<file path="config.mk">
export PLATFORM = sky130hd
export DESIGN_NAME = anemometer_speed_meter_top
export DESIGN_NICKNAME = d
export VERILOG_FILES = /design/src/hdl/anem_pkg.sv /design/src/hdl/anem_ctrl.sv /design/src/hdl/anem_dp.sv /design/src/hdl/anemometer_speed_meter_top.sv
export SDC_FILE = /design/constraint.sdc
export NUM_CORES = 1
export LEC_CHECK = 0
export ABC_AREA = 0
export BUFFER_PORTS_ARGS = -buffer_cell sky130_fd_sc_hd__buf_2
export CORE_MARGIN = 2
export CORE_UTILIZATION = 40
export CTS_BUF_LIST = sky130_fd_sc_hd__clkbuf_8
export DETAILED_ROUTE_END_ITERATION = 16
export MAX_ROUTING_LAYER = met4
export PLACE_DENSITY = 0.68
export SLEW_MARGIN = 20
export SYNTH_ARGS = -nofsm -noshare
export SYNTH_HDL_FRONTEND = slang
export SYNTH_SLANG_ARGS = --single-unit
</file>
<file path="constraint.sdc">
create_clock -name clk_i -period 11.35 [get_ports clk_i]
set_input_delay 0.5675 -clock clk_i [delete_from_list [all_inputs] [get_ports clk_i]]
set_output_delay 0.5675 -clock clk_i [all_outputs]
set_load 0.01 [all_outputs]
</file>
<file path="src/hdl/anem_pkg.sv">
// shared types and constants of the anemometer speed meter
`default_nettype none
package anem_pkg;

  // field widths
  localparam int unsigned LockoutW = 10;
  localparam int unsigned TimeoutW = 16;
  localparam int unsigned CircW    = 12;
  localparam int unsigned CountW   = 16;
  localparam int unsigned MmW      = 22;
  localparam int unsigned CkW      = 21;
  localparam int unsigned CfgIdxW  = 2;
  localparam int unsigned CfgDataW = 16;

  // divider walks the wider dividend one bit per cycle
  localparam int unsigned DivSteps = MmW;
  localparam int unsigned StepW    = $clog2(DivSteps);

  // reset values and scale factors
  localparam logic [LockoutW-1:0] LockoutReset = LockoutW'(25);
  localparam logic [TimeoutW-1:0] TimeoutReset = TimeoutW'(4000);
  localparam logic [CircW-1:0]    CircReset    = CircW'(314);
  localparam logic [CountW-1:0]   PeriodReset  = CountW'(5000);
  localparam logic [CountW-1:0]   ElapsedMax   = {CountW{1'b1}};
  localparam logic [MmW-1:0]      MmScale      = MmW'(1000);
  localparam logic [CkW-1:0]      CkScale      = CkW'(360);

  // configuration register indexes
  typedef enum logic [CfgIdxW-1:0] {
    CfgLockout = 2'd0,
    CfgTimeout = 2'd1,
    CfgCircum  = 2'd2
  } cfg_idx_e;

  // controller states
  typedef enum logic [1:0] {
    StIdle,
    StDiv,
    StOut
  } state_e;

  // controller to datapath
  typedef struct packed {
    logic load;   // take a tick, update counters, start division
    logic step;   // one division step
    logic store;  // copy quotients into the output register
  } dp_cmd_t;

  // datapath to controller
  typedef struct packed {
    logic div_last;  // this step is the last division step
  } dp_stat_t;

endpackage
`default_nettype wire

</file>
<file path="src/hdl/anem_ctrl.sv">
// controller state machine of the anemometer speed meter
`default_nettype none
module anem_ctrl import anem_pkg::*; (
  input  wire logic     clk_i,
  input  wire logic     rst_ni,
  input  wire logic     in_valid_i,
  output logic          in_ready_o,
  output logic          out_valid_o,
  input  wire logic     out_ready_i,
  input  wire dp_stat_t stat_i,
  output dp_cmd_t       cmd_o
);

  state_e state_q, state_d;
  logic   out_valid_q, out_valid_d;
  logic   out_free;

  assign out_free = !out_valid_q || out_ready_i;

  // next state
  always_comb begin
    state_d = state_q;
    unique case (state_q)
      StIdle: if (in_valid_i) state_d = StDiv;
      StDiv:  if (stat_i.div_last) state_d = StOut;
      StOut:  if (out_free) state_d = StIdle;
      default: state_d = StIdle;
    endcase
  end

  // outputs
  always_comb begin
    cmd_o      = '0;
    in_ready_o = 1'b0;
    unique case (state_q)
      StIdle: begin
        in_ready_o = 1'b1;
        cmd_o.load = in_valid_i;
      end
      StDiv: cmd_o.step = 1'b1;
      StOut: cmd_o.store = out_free;
      default: cmd_o = '0;
    endcase
  end

  always_comb begin
    out_valid_d = out_valid_q;
    if (cmd_o.store) begin
      out_valid_d = 1'b1;
    end else if (out_ready_i) begin
      out_valid_d = 1'b0;
    end
  end

  assign out_valid_o = out_valid_q;

  always_ff @(posedge clk_i or negedge rst_ni) begin
    if (!rst_ni) begin
      state_q     <= StIdle;
      out_valid_q <= 1'b0;
    end else begin
      state_q     <= state_d;
      out_valid_q <= out_valid_d;
    end
  end

endmodule
`default_nettype wire

</file>
<file path="src/hdl/anem_dp.sv">
// datapath of the anemometer speed meter: registers, counters, divider, output
`default_nettype none
module anem_dp import anem_pkg::*; (
  input  wire logic                clk_i,
  input  wire logic                rst_ni,
  input  wire logic                cfg_we_i,
  input  wire logic [CfgIdxW-1:0]  cfg_index_i,
  input  wire logic [CfgDataW-1:0] cfg_data_i,
  input  wire logic                pulse_edge_i,
  input  wire dp_cmd_t             cmd_i,
  output dp_stat_t                 stat_o,
  output logic [MmW-1:0]           speed_mm_per_s_o,
  output logic [CkW-1:0]           speed_centi_kmh_o
);

  logic [LockoutW-1:0] lockout_q;
  logic [TimeoutW-1:0] timeout_q;
  logic [CircW-1:0]    circ_q;
  logic [CountW-1:0]   elapsed_q, elapsed_d;
  logic [CountW-1:0]   period_q, period_d;
  logic [CountW-1:0]   elapsed_inc;
  logic                edge_ok;

  logic [CountW-1:0]   div_q;
  logic                zero_q;
  logic [StepW-1:0]    step_q;
  logic [MmW-1:0]      num_mm_q, num_ck_q;
  logic [CountW-1:0]   rem_mm_q, rem_ck_q;
  logic [MmW-1:0]      mm_prod;
  logic [CkW-1:0]      ck_prod;

  logic [CountW:0]     r_mm, r_ck, s_mm, s_ck;
  logic                ge_mm, ge_ck;

  logic [MmW-1:0]      mm_out_q;
  logic [CkW-1:0]      ck_out_q;

  // configuration registers
  always_ff @(posedge clk_i or negedge rst_ni) begin
    if (!rst_ni) begin
      lockout_q <= LockoutReset;
      timeout_q <= TimeoutReset;
      circ_q    <= CircReset;
    end else if (cfg_we_i) begin
      unique case (cfg_idx_e'(cfg_index_i))
        CfgLockout: lockout_q <= cfg_data_i[LockoutW-1:0];
        CfgTimeout: timeout_q <= cfg_data_i[TimeoutW-1:0];
        CfgCircum:  circ_q    <= cfg_data_i[CircW-1:0];
        default: ;
      endcase
    end
  end

  // tick update: saturating count, lockout check
  assign elapsed_inc = (elapsed_q == ElapsedMax) ? elapsed_q : elapsed_q + CountW'(1);
  assign edge_ok     = pulse_edge_i && (elapsed_inc > CountW'(lockout_q));

  always_comb begin
    elapsed_d = elapsed_inc;
    period_d  = period_q;
    if (edge_ok) begin
      period_d  = elapsed_inc;
      elapsed_d = '0;
    end
  end

  always_ff @(posedge clk_i or negedge rst_ni) begin
    if (!rst_ni) begin
      elapsed_q <= '0;
      period_q  <= PeriodReset;
    end else if (cmd_i.load) begin
      elapsed_q <= elapsed_d;
      period_q  <= period_d;
    end
  end

  // dividends, constant multiplies
  assign mm_prod = MmW'(circ_q) * MmScale;
  assign ck_prod = CkW'(circ_q) * CkScale;

  // restoring division, both quotients share the divisor
  assign r_mm  = {rem_mm_q, num_mm_q[MmW-1]};
  assign r_ck  = {rem_ck_q, num_ck_q[MmW-1]};
  assign ge_mm = r_mm >= {1'b0, div_q};
  assign ge_ck = r_ck >= {1'b0, div_q};
  assign s_mm  = r_mm - {1'b0, div_q};
  assign s_ck  = r_ck - {1'b0, div_q};

  always_ff @(posedge clk_i or negedge rst_ni) begin
    if (!rst_ni) begin
      step_q <= '0;
    end else if (cmd_i.load) begin
      step_q <= '0;
    end else if (cmd_i.step) begin
      step_q <= step_q + StepW'(1);
    end
  end

  assign stat_o.div_last = cmd_i.step && (step_q == StepW'(DivSteps - 1));

  always_ff @(posedge clk_i) begin
    if (cmd_i.load) begin
      div_q    <= (period_d == '0) ? CountW'(1) : period_d;
      zero_q   <= elapsed_d > timeout_q;
      num_mm_q <= mm_prod;
      num_ck_q <= MmW'(ck_prod);
      rem_mm_q <= '0;
      rem_ck_q <= '0;
    end else if (cmd_i.step) begin
      num_mm_q <= {num_mm_q[MmW-2:0], ge_mm};
      num_ck_q <= {num_ck_q[MmW-2:0], ge_ck};
      rem_mm_q <= ge_mm ? s_mm[CountW-1:0] : r_mm[CountW-1:0];
      rem_ck_q <= ge_ck ? s_ck[CountW-1:0] : r_ck[CountW-1:0];
    end
  end

  // output register, zero after timeout
  always_ff @(posedge clk_i) begin
    if (cmd_i.store) begin
      mm_out_q <= zero_q ? '0 : num_mm_q;
      ck_out_q <= zero_q ? '0 : num_ck_q[CkW-1:0];
    end
  end

  assign speed_mm_per_s_o  = mm_out_q;
  assign speed_centi_kmh_o = ck_out_q;

endmodule
`default_nettype wire

</file>
<file path="src/hdl/anemometer_speed_meter_top.sv">
// top level of the anemometer speed meter
//
// usage
// - input channel: one transfer per millisecond tick, pulse_edge_i set when
//   the anemometer showed a rising edge during that millisecond
// - output channel: one transfer per tick, speed in mm/s and in hundredths
//   of km/h, both zero once no edge was taken for longer than the timeout
// - config channel: cfg_index_i selects lockout (0), timeout (1) or
//   circumference (2); other indexes are dropped; cfg_ready_o is always high;
//   write only while no tick is in flight
// - divider: an input transfer starts the shared restoring divider, which
//   retires one quotient bit per cycle over 22 steps; the store state then
//   copies the quotients into the output register
// - a new tick is taken only once the previous one has been stored
// - the output register holds a finished result, so the next tick is taken
//   while that result still waits; a stalled receiver holds the block in its
//   store state until the register frees up
// - reset: registers return to lockout 25, timeout 4000, circumference 314,
//   elapsed count 0 and period 5000; no result is pending
`default_nettype none
module anemometer_speed_meter_top import anem_pkg::*; (
  input  wire logic                clk_i,
  input  wire logic                rst_ni,
  input  wire logic                in_valid_i,
  output logic                     in_ready_o,
  input  wire logic                pulse_edge_i,
  output logic                     out_valid_o,
  input  wire logic                out_ready_i,
  output logic [MmW-1:0]           speed_mm_per_s_o,
  output logic [CkW-1:0]           speed_centi_kmh_o,
  input  wire logic                cfg_valid_i,
  output logic                     cfg_ready_o,
  input  wire logic [CfgIdxW-1:0]  cfg_index_i,
  input  wire logic [CfgDataW-1:0] cfg_data_i
);

  dp_cmd_t  cmd;
  dp_stat_t stat;

  // config writes are always taken
  assign cfg_ready_o = 1'b1;

  // sequencer: idle, divide, store
  anem_ctrl u_ctrl (
    .clk_i       (clk_i),
    .rst_ni      (rst_ni),
    .in_valid_i  (in_valid_i),
    .in_ready_o  (in_ready_o),
    .out_valid_o (out_valid_o),
    .out_ready_i (out_ready_i),
    .stat_i      (stat),
    .cmd_o       (cmd)
  );

  // registers, tick counters, divider and output register
  anem_dp u_dp (
    .clk_i             (clk_i),
    .rst_ni            (rst_ni),
    .cfg_we_i          (cfg_valid_i),
    .cfg_index_i       (cfg_index_i),
    .cfg_data_i        (cfg_data_i),
    .pulse_edge_i      (pulse_edge_i),
    .cmd_i             (cmd),
    .stat_o            (stat),
    .speed_mm_per_s_o  (speed_mm_per_s_o),
    .speed_centi_kmh_o (speed_centi_kmh_o)
  );

endmodule
`default_nettype wire

</file>
* After elaboration in Yosys (flattened, before gate mapping)
Index checks and enable logic that the tools add are counted.
Word-level totals: register bits after elaboration 214, memories kept 0, latch bits 0, RAM bits 0, input port bits 24, logic and storage cells 71, bits in read-only memories 0
Cells by class: multiplexer cells 21, $mul 2, $add $sub $neg 4, equal/unequal tests 9, reductions and logical operators 13, shift operators 0, magnitude comparators 4, divide/modulo/power cells 0, bitwise gates (word level) 0
Operator list (count):
- two-way mux 16 bit | 5
- two-way mux 22 bit | 2
- two-way mux 21 bit | 2
- greater-or-equal comparator 17 x 16 -> 1 bit | 2
- subtractor 16 bit | 2
- multiplier 12 x 7 -> 19 bit, second input constant | 1
- multiplier 12 x 6 -> 18 bit, second input constant | 1
- adder 16 x 1 -> 16 bit, second input constant | 1
- == test 16 bit, second input constant | 1
- > comparator 16 x 10 -> 1 bit | 1
- > comparator 16 bit | 1
- logical NOT 16 bit | 1
- two-way mux 5 bit | 2
- two-way mux 1 bit | 6
- two-way mux 2 bit | 3
- one-hot mux 2 bit (3 select lines) | 1
- AND reduction 2 bit | 3
- adder 5 x 1 -> 5 bit, second input constant | 1
- == test 5 bit, second input constant | 1
- == test 2 x 1 -> 1 bit, second input constant | 2
- == test 2 bit, second input constant | 2
- logical NOT 2 bit | 2
- != test 2 bit, second input constant | 2
- nonzero test 2 bit | 2
- other kinds (5) | 6

* Logic depth before layout (Yosys ltp)
depth in word-level cells 6, mapped depth 25

* Modules after synthesis
Synthesis repeated with hierarchy kept, for this count alone.
Second synthesis, totals: cells, all modules 1364, area total of the unflattened synthesis 14297.5 sq um
Modules (own cells, without submodules):
- anem_dp | sequential area each 5594.1 sq um, cells an instance 1345, area an instance 14118.5 sq um, instances 1
- anem_ctrl | sequential area each 75.1 sq um, cells an instance 17, area an instance 167.7 sq um, instances 1
- anemometer_speed_meter_top | sequential area each 0.0 sq um, cells an instance 2, area an instance 11.3 sq um, instances 1

* Worst setup path after synthesis
OpenSTA, ideal clock, no wires.
kind flip-flop to flip-flop, start register u_dp.elapsed_q[4], end register u_dp.zero_q (data pin), arrival time 4.413 ns, slack 6.676 ns, library setup time 0.261 ns, clock period less this slack 4.674 ns, cell stages (with the launch flop) 25, path through dfrtp_1 > buf_2 > and4_1 > buf_2 > and3_1 > nand2_1 > mux2i_1 > inv_1 > ha_1 > nor2b_1 > o21a_1 > o21ai_0 > a211oi_1 > o41ai_4 > inv_1 > nor2_1 > ha_1 > nor2b_1 > o21a_1 > o21a_1 > o21a_1 > o21a_1 > o21a_1 > o21ai_0 > a21oi_1
Between the ends: longest elaborated chain between the ends 6, elaborated cells between the ends (all ways) 7
RTL lines:
- from (decl) | line anem_dp.sv:19 | logic [CountW-1:0] elapsed_q, elapsed_d;
- from (signal assigned) | line anem_dp.sv:72 | elapsed_q <= elapsed_d;
- adder 16 x 1 -> 16 bit / == test 16 bit (equally long branches) | line anem_dp.sv:55 | assign elapsed_inc = (elapsed_q == ElapsedMax) ? elapsed_q : elapsed_q + CountW'(1);
- two-way mux 16 bit * | line anem_dp.sv:55
- > comparator 16 x 10 -> 1 bit | line anem_dp.sv:56 | assign edge_ok = pulse_edge_i && (elapsed_inc > CountW'(lockout_q));
- logical AND 1 bit | line anem_dp.sv:56
- two-way mux 16 bit * | line anem_dp.sv:61 | if (edge_ok) begin
- named net u_dp.elapsed_d[1] | line anem_dp.sv:19
- > comparator 16 bit * | line anem_dp.sv:104 | zero_q <= elapsed_d > timeout_q;
- to (signal assigned) | line anem_dp.sv:104
- to (decl) | line anem_dp.sv:25 | logic zero_q;
The timed path passes the listed nets; every way through them passes the cells marked *. A chain may end at the register's enable or synchronous reset.

* Worst setup path in the final report
start register u_dp.elapsed_q[5], end register u_dp.zero_q (data pin)
The elaborated chain is that of the path after synthesis.

==> flow_summary.yaml <==
outcome:
  status: "complete, no violations"
sta:
  finalCritPeriodShare: 0.467
  rsz0062_at_grt: "no"
  fin_tns_setup_ns: 0
  max_freq_mhz: 189
  skew_ns: 0.0167
  worst_pin_slew_ns: 0.985
  slew_headroom: 0.343
  hold_viol: 0
  fin_crit_ns: 5.30
  setup_viol: 0
  worst_slack_ns: 6.05
  maxSlewViolCount: 0
final_layout:
  drive_gt1_frac: 0.151
  fill_cells: 3313
  antenna_cells: 0
  fin_util: 0.452
  syn_to_final_growth_pct: 12.2
  nets: 1665
  final_cells: 1938
synthesis:
  ys_ff_latch: 214
  yosysSeqAreaShare: 0.399
  synth_compound_area_frac: 0.122
  synth_area_leaders: "edfxtp_1 20%, ha_1 12%, dfrtp_1 10%"
  synthSimpleGateAreaFrac: 0.131
  synth_mux_area_frac: 0.0608
  synth_edf_count: 97
  synthFlopType: "edfxtp_1"
  synthesis.nets: 1590
  synth_top_area_frac: 0.205
  ys_types: 71
  synth_xor_area_frac: 0.0351
  avgSynthCellArea_um2: 10.4
  yosysWarningCount: 0
  synthCells: 1370
  async_reset_ff_frac: 0.364
  synthAdderAreaFrac: 0.203
  yosysTopAreaCell: "edfxtp_1"
  synth_top_family_by_area: "adder cells"
  netlist_area_um2: 14200
route:
  antenna_left: 0
  wl_per_cell_um: 15.8
  wirelength_um: 30700
  firstDrtPassIters: 5
  vias: 10300
  drt_iter0_markers: 652
  drc_errors: 0
  vias_per_cell: 5.30
cts:
  clockBufferDepth: 3
  clockRootBuffer: "clkbuf_8"
  clock_latency_ns: 0.56
  cts_resized: 0
  cts_hold_buf: 0
  cts_sinks: 214
  path_clk_slew_ns: 0.06
  cts_tree: "yes"
  h-tree-depth: 2
  post_cts_buffers: 0
  cts_buffers: 41
die:
  chipHeight_um: 193
  dieWidth_um: 193
  start_util: 0.403
  core_um2: 35300
  boundaryPins: 70
  dieArea_um2: 37100
  placementRows: 69
global_route:
  groute.usage.overall: 0.178
  antenna_found_initial: 0
  grt_pass1_vias: 10200
  overflow: 0
  grt_pass1_wl_um: 51500
  grt_max_degree: 79
place:
  pre_cts_ws_ns: 6.13
  dp_cells: 1863
  io_buffer_count: 68
  dp_hpwl_um: 22700
  place_congestion: 0.911
critical_path:
  cp.arrival_ns: 5.60
  end_kind: "flip-flop"
  worstPathRequired_ns: 11.65
  crit_start: "u_dp.elapsed_q[5]"
  r2r_slack_ns: 6.05
  crit_path_start_kind: "flip-flop"
  rr_startpoint: "u_dp.elapsed_q[5]"
  critPathKind: "flip-flop to flip-flop"
  critPathMaxFanout: 28
flow_run:
  drv_cap: 0
min_path:
  min_path_type: "primary input to async pin"
sequential cells by signal, summed over array words and instances, names as in the netlist, 5 cells and up:
| name | cells |
|---|---|
| u_dp.rem_mm_q | 16 |
| u_dp.step_q | 5 |
| u_dp.speed_centi_kmh_o | 21 |
| u_dp.num_ck_q | 22 |
| u_dp.rem_ck_q | 16 |
| u_dp.lockout_q | 10 |
| u_dp.period_q | 16 |
| u_dp.circ_q | 12 |
| u_dp.speed_mm_per_s_o | 22 |
| u_dp.timeout_q | 16 |
| u_dp.num_mm_q | 22 |
| u_dp.div_q | 16 |
| u_dp.elapsed_q | 16 |
final timing paths:
path	endpoint	cells after the start
hold reg to reg	u_dp.num_mm_q[1]	2
max in group asynchronous	u_dp.step_q[2]	1
setup reg to reg	u_dp.zero_q	22
hold / removal	u_dp.timeout_q[12]	1
setup / recovery	u_dp.zero_q	22
min in group clk_i	u_dp.timeout_q[12]	2
synthesized netlist by cell type (28+ instances only):
library cell	instances
nand2_1	133
nand3_1	31
clkbuf_1	33
dfrtp_1	59
fa_1	58
ha_1	138
nor2b_1	55
inv_1	129
nor2_1	45
edfxtp_1	97
xor2_1	28
dfxtp_1	39
o21ai_0	104
xnor2_1	29
a21oi_1	43
mux2_2	53
through the flow:
stage / hold WS [ns] / area, µm²
after CTS: 0.188 / 15900
after global placement: 0.433 / 15000
after global routing: 0.0938 / 15900
final: 0.0247 / 15900
after detailed placement: 0.463 / 15000
after floorplan: 0.272 / 14200
cell families after synthesis:
kind of cell | Yosys count
flip-flops | 214
buffers and inverters | 176
adder cells (fa/ha/maj) | 196
AND/OR/NAND/NOR | 374
multiplexers | 79
XOR/XNOR | 57
other | 1
AO/OA/AOI/OAI | 273
cell type report:
class                      count  area (µm²)  area share
sequential                   214        5670       0.356
clock buffer                  43         592      0.0371
timing repair buffer          78         422      0.0264
clock inverter                32         322      0.0202
multi-input combinational    980        7870       0.494
tap                          461         577      0.0362
inverter                     130         488      0.0306
critical path, cell delays in order (launching register included):
cell	delay, ns
dfrtp_1	0.44
and4_1	0.32
and3_1	0.23
nand2_1	0.24
nand3_1	0.15
xnor2_1	0.33
ha_1	0.32
a211oi_1	0.26
o21ai_0	0.17
nor2_1	0.12
a211oi_1	0.14
o41ai_4	0.43
buf_4	0.37
and2_1	0.22
ha_1	0.25
a21o_1	0.16
a21o_1	0.17
a21oi_1	0.13
nor2b_1	0.06
o21ai_0	0.17
nand2_1	0.07
a211oi_1	0.22
a21oi_1	0.09
per-layer routing:
layer | global-route usage | up-vias | share of wire
met5 | - | - | 0
met4 | 0.0490 | 0 | 0.017
met3 | 0.0276 | 48 | 0.050
met2 | 0.269 | 251 | 0.44
met1 | 0.250 | 4971 | 0.50
li1 | - | 4994 | -
cells in the final DEF, fill, tap and decap left out, drive strengths merged, types with 18 or more instances in the layout:
cell type    n
dfxtp       39
ha         138
nand2      133
xnor2       29
a21oi       43
nor2b       55
clkbuf      43
nor2        45
o21ai      113
mux2        53
mux2i       26
inv        140
buf         78
dfrtp       59
nand4       18
nand3       31
nor3        20
xor2        28
dfstp       19
fa          58
edfxtp      97
Power is left out: the tool's default activity adds up to more than one toggle a clock period on the data nets, which glitch-free logic cannot reach.
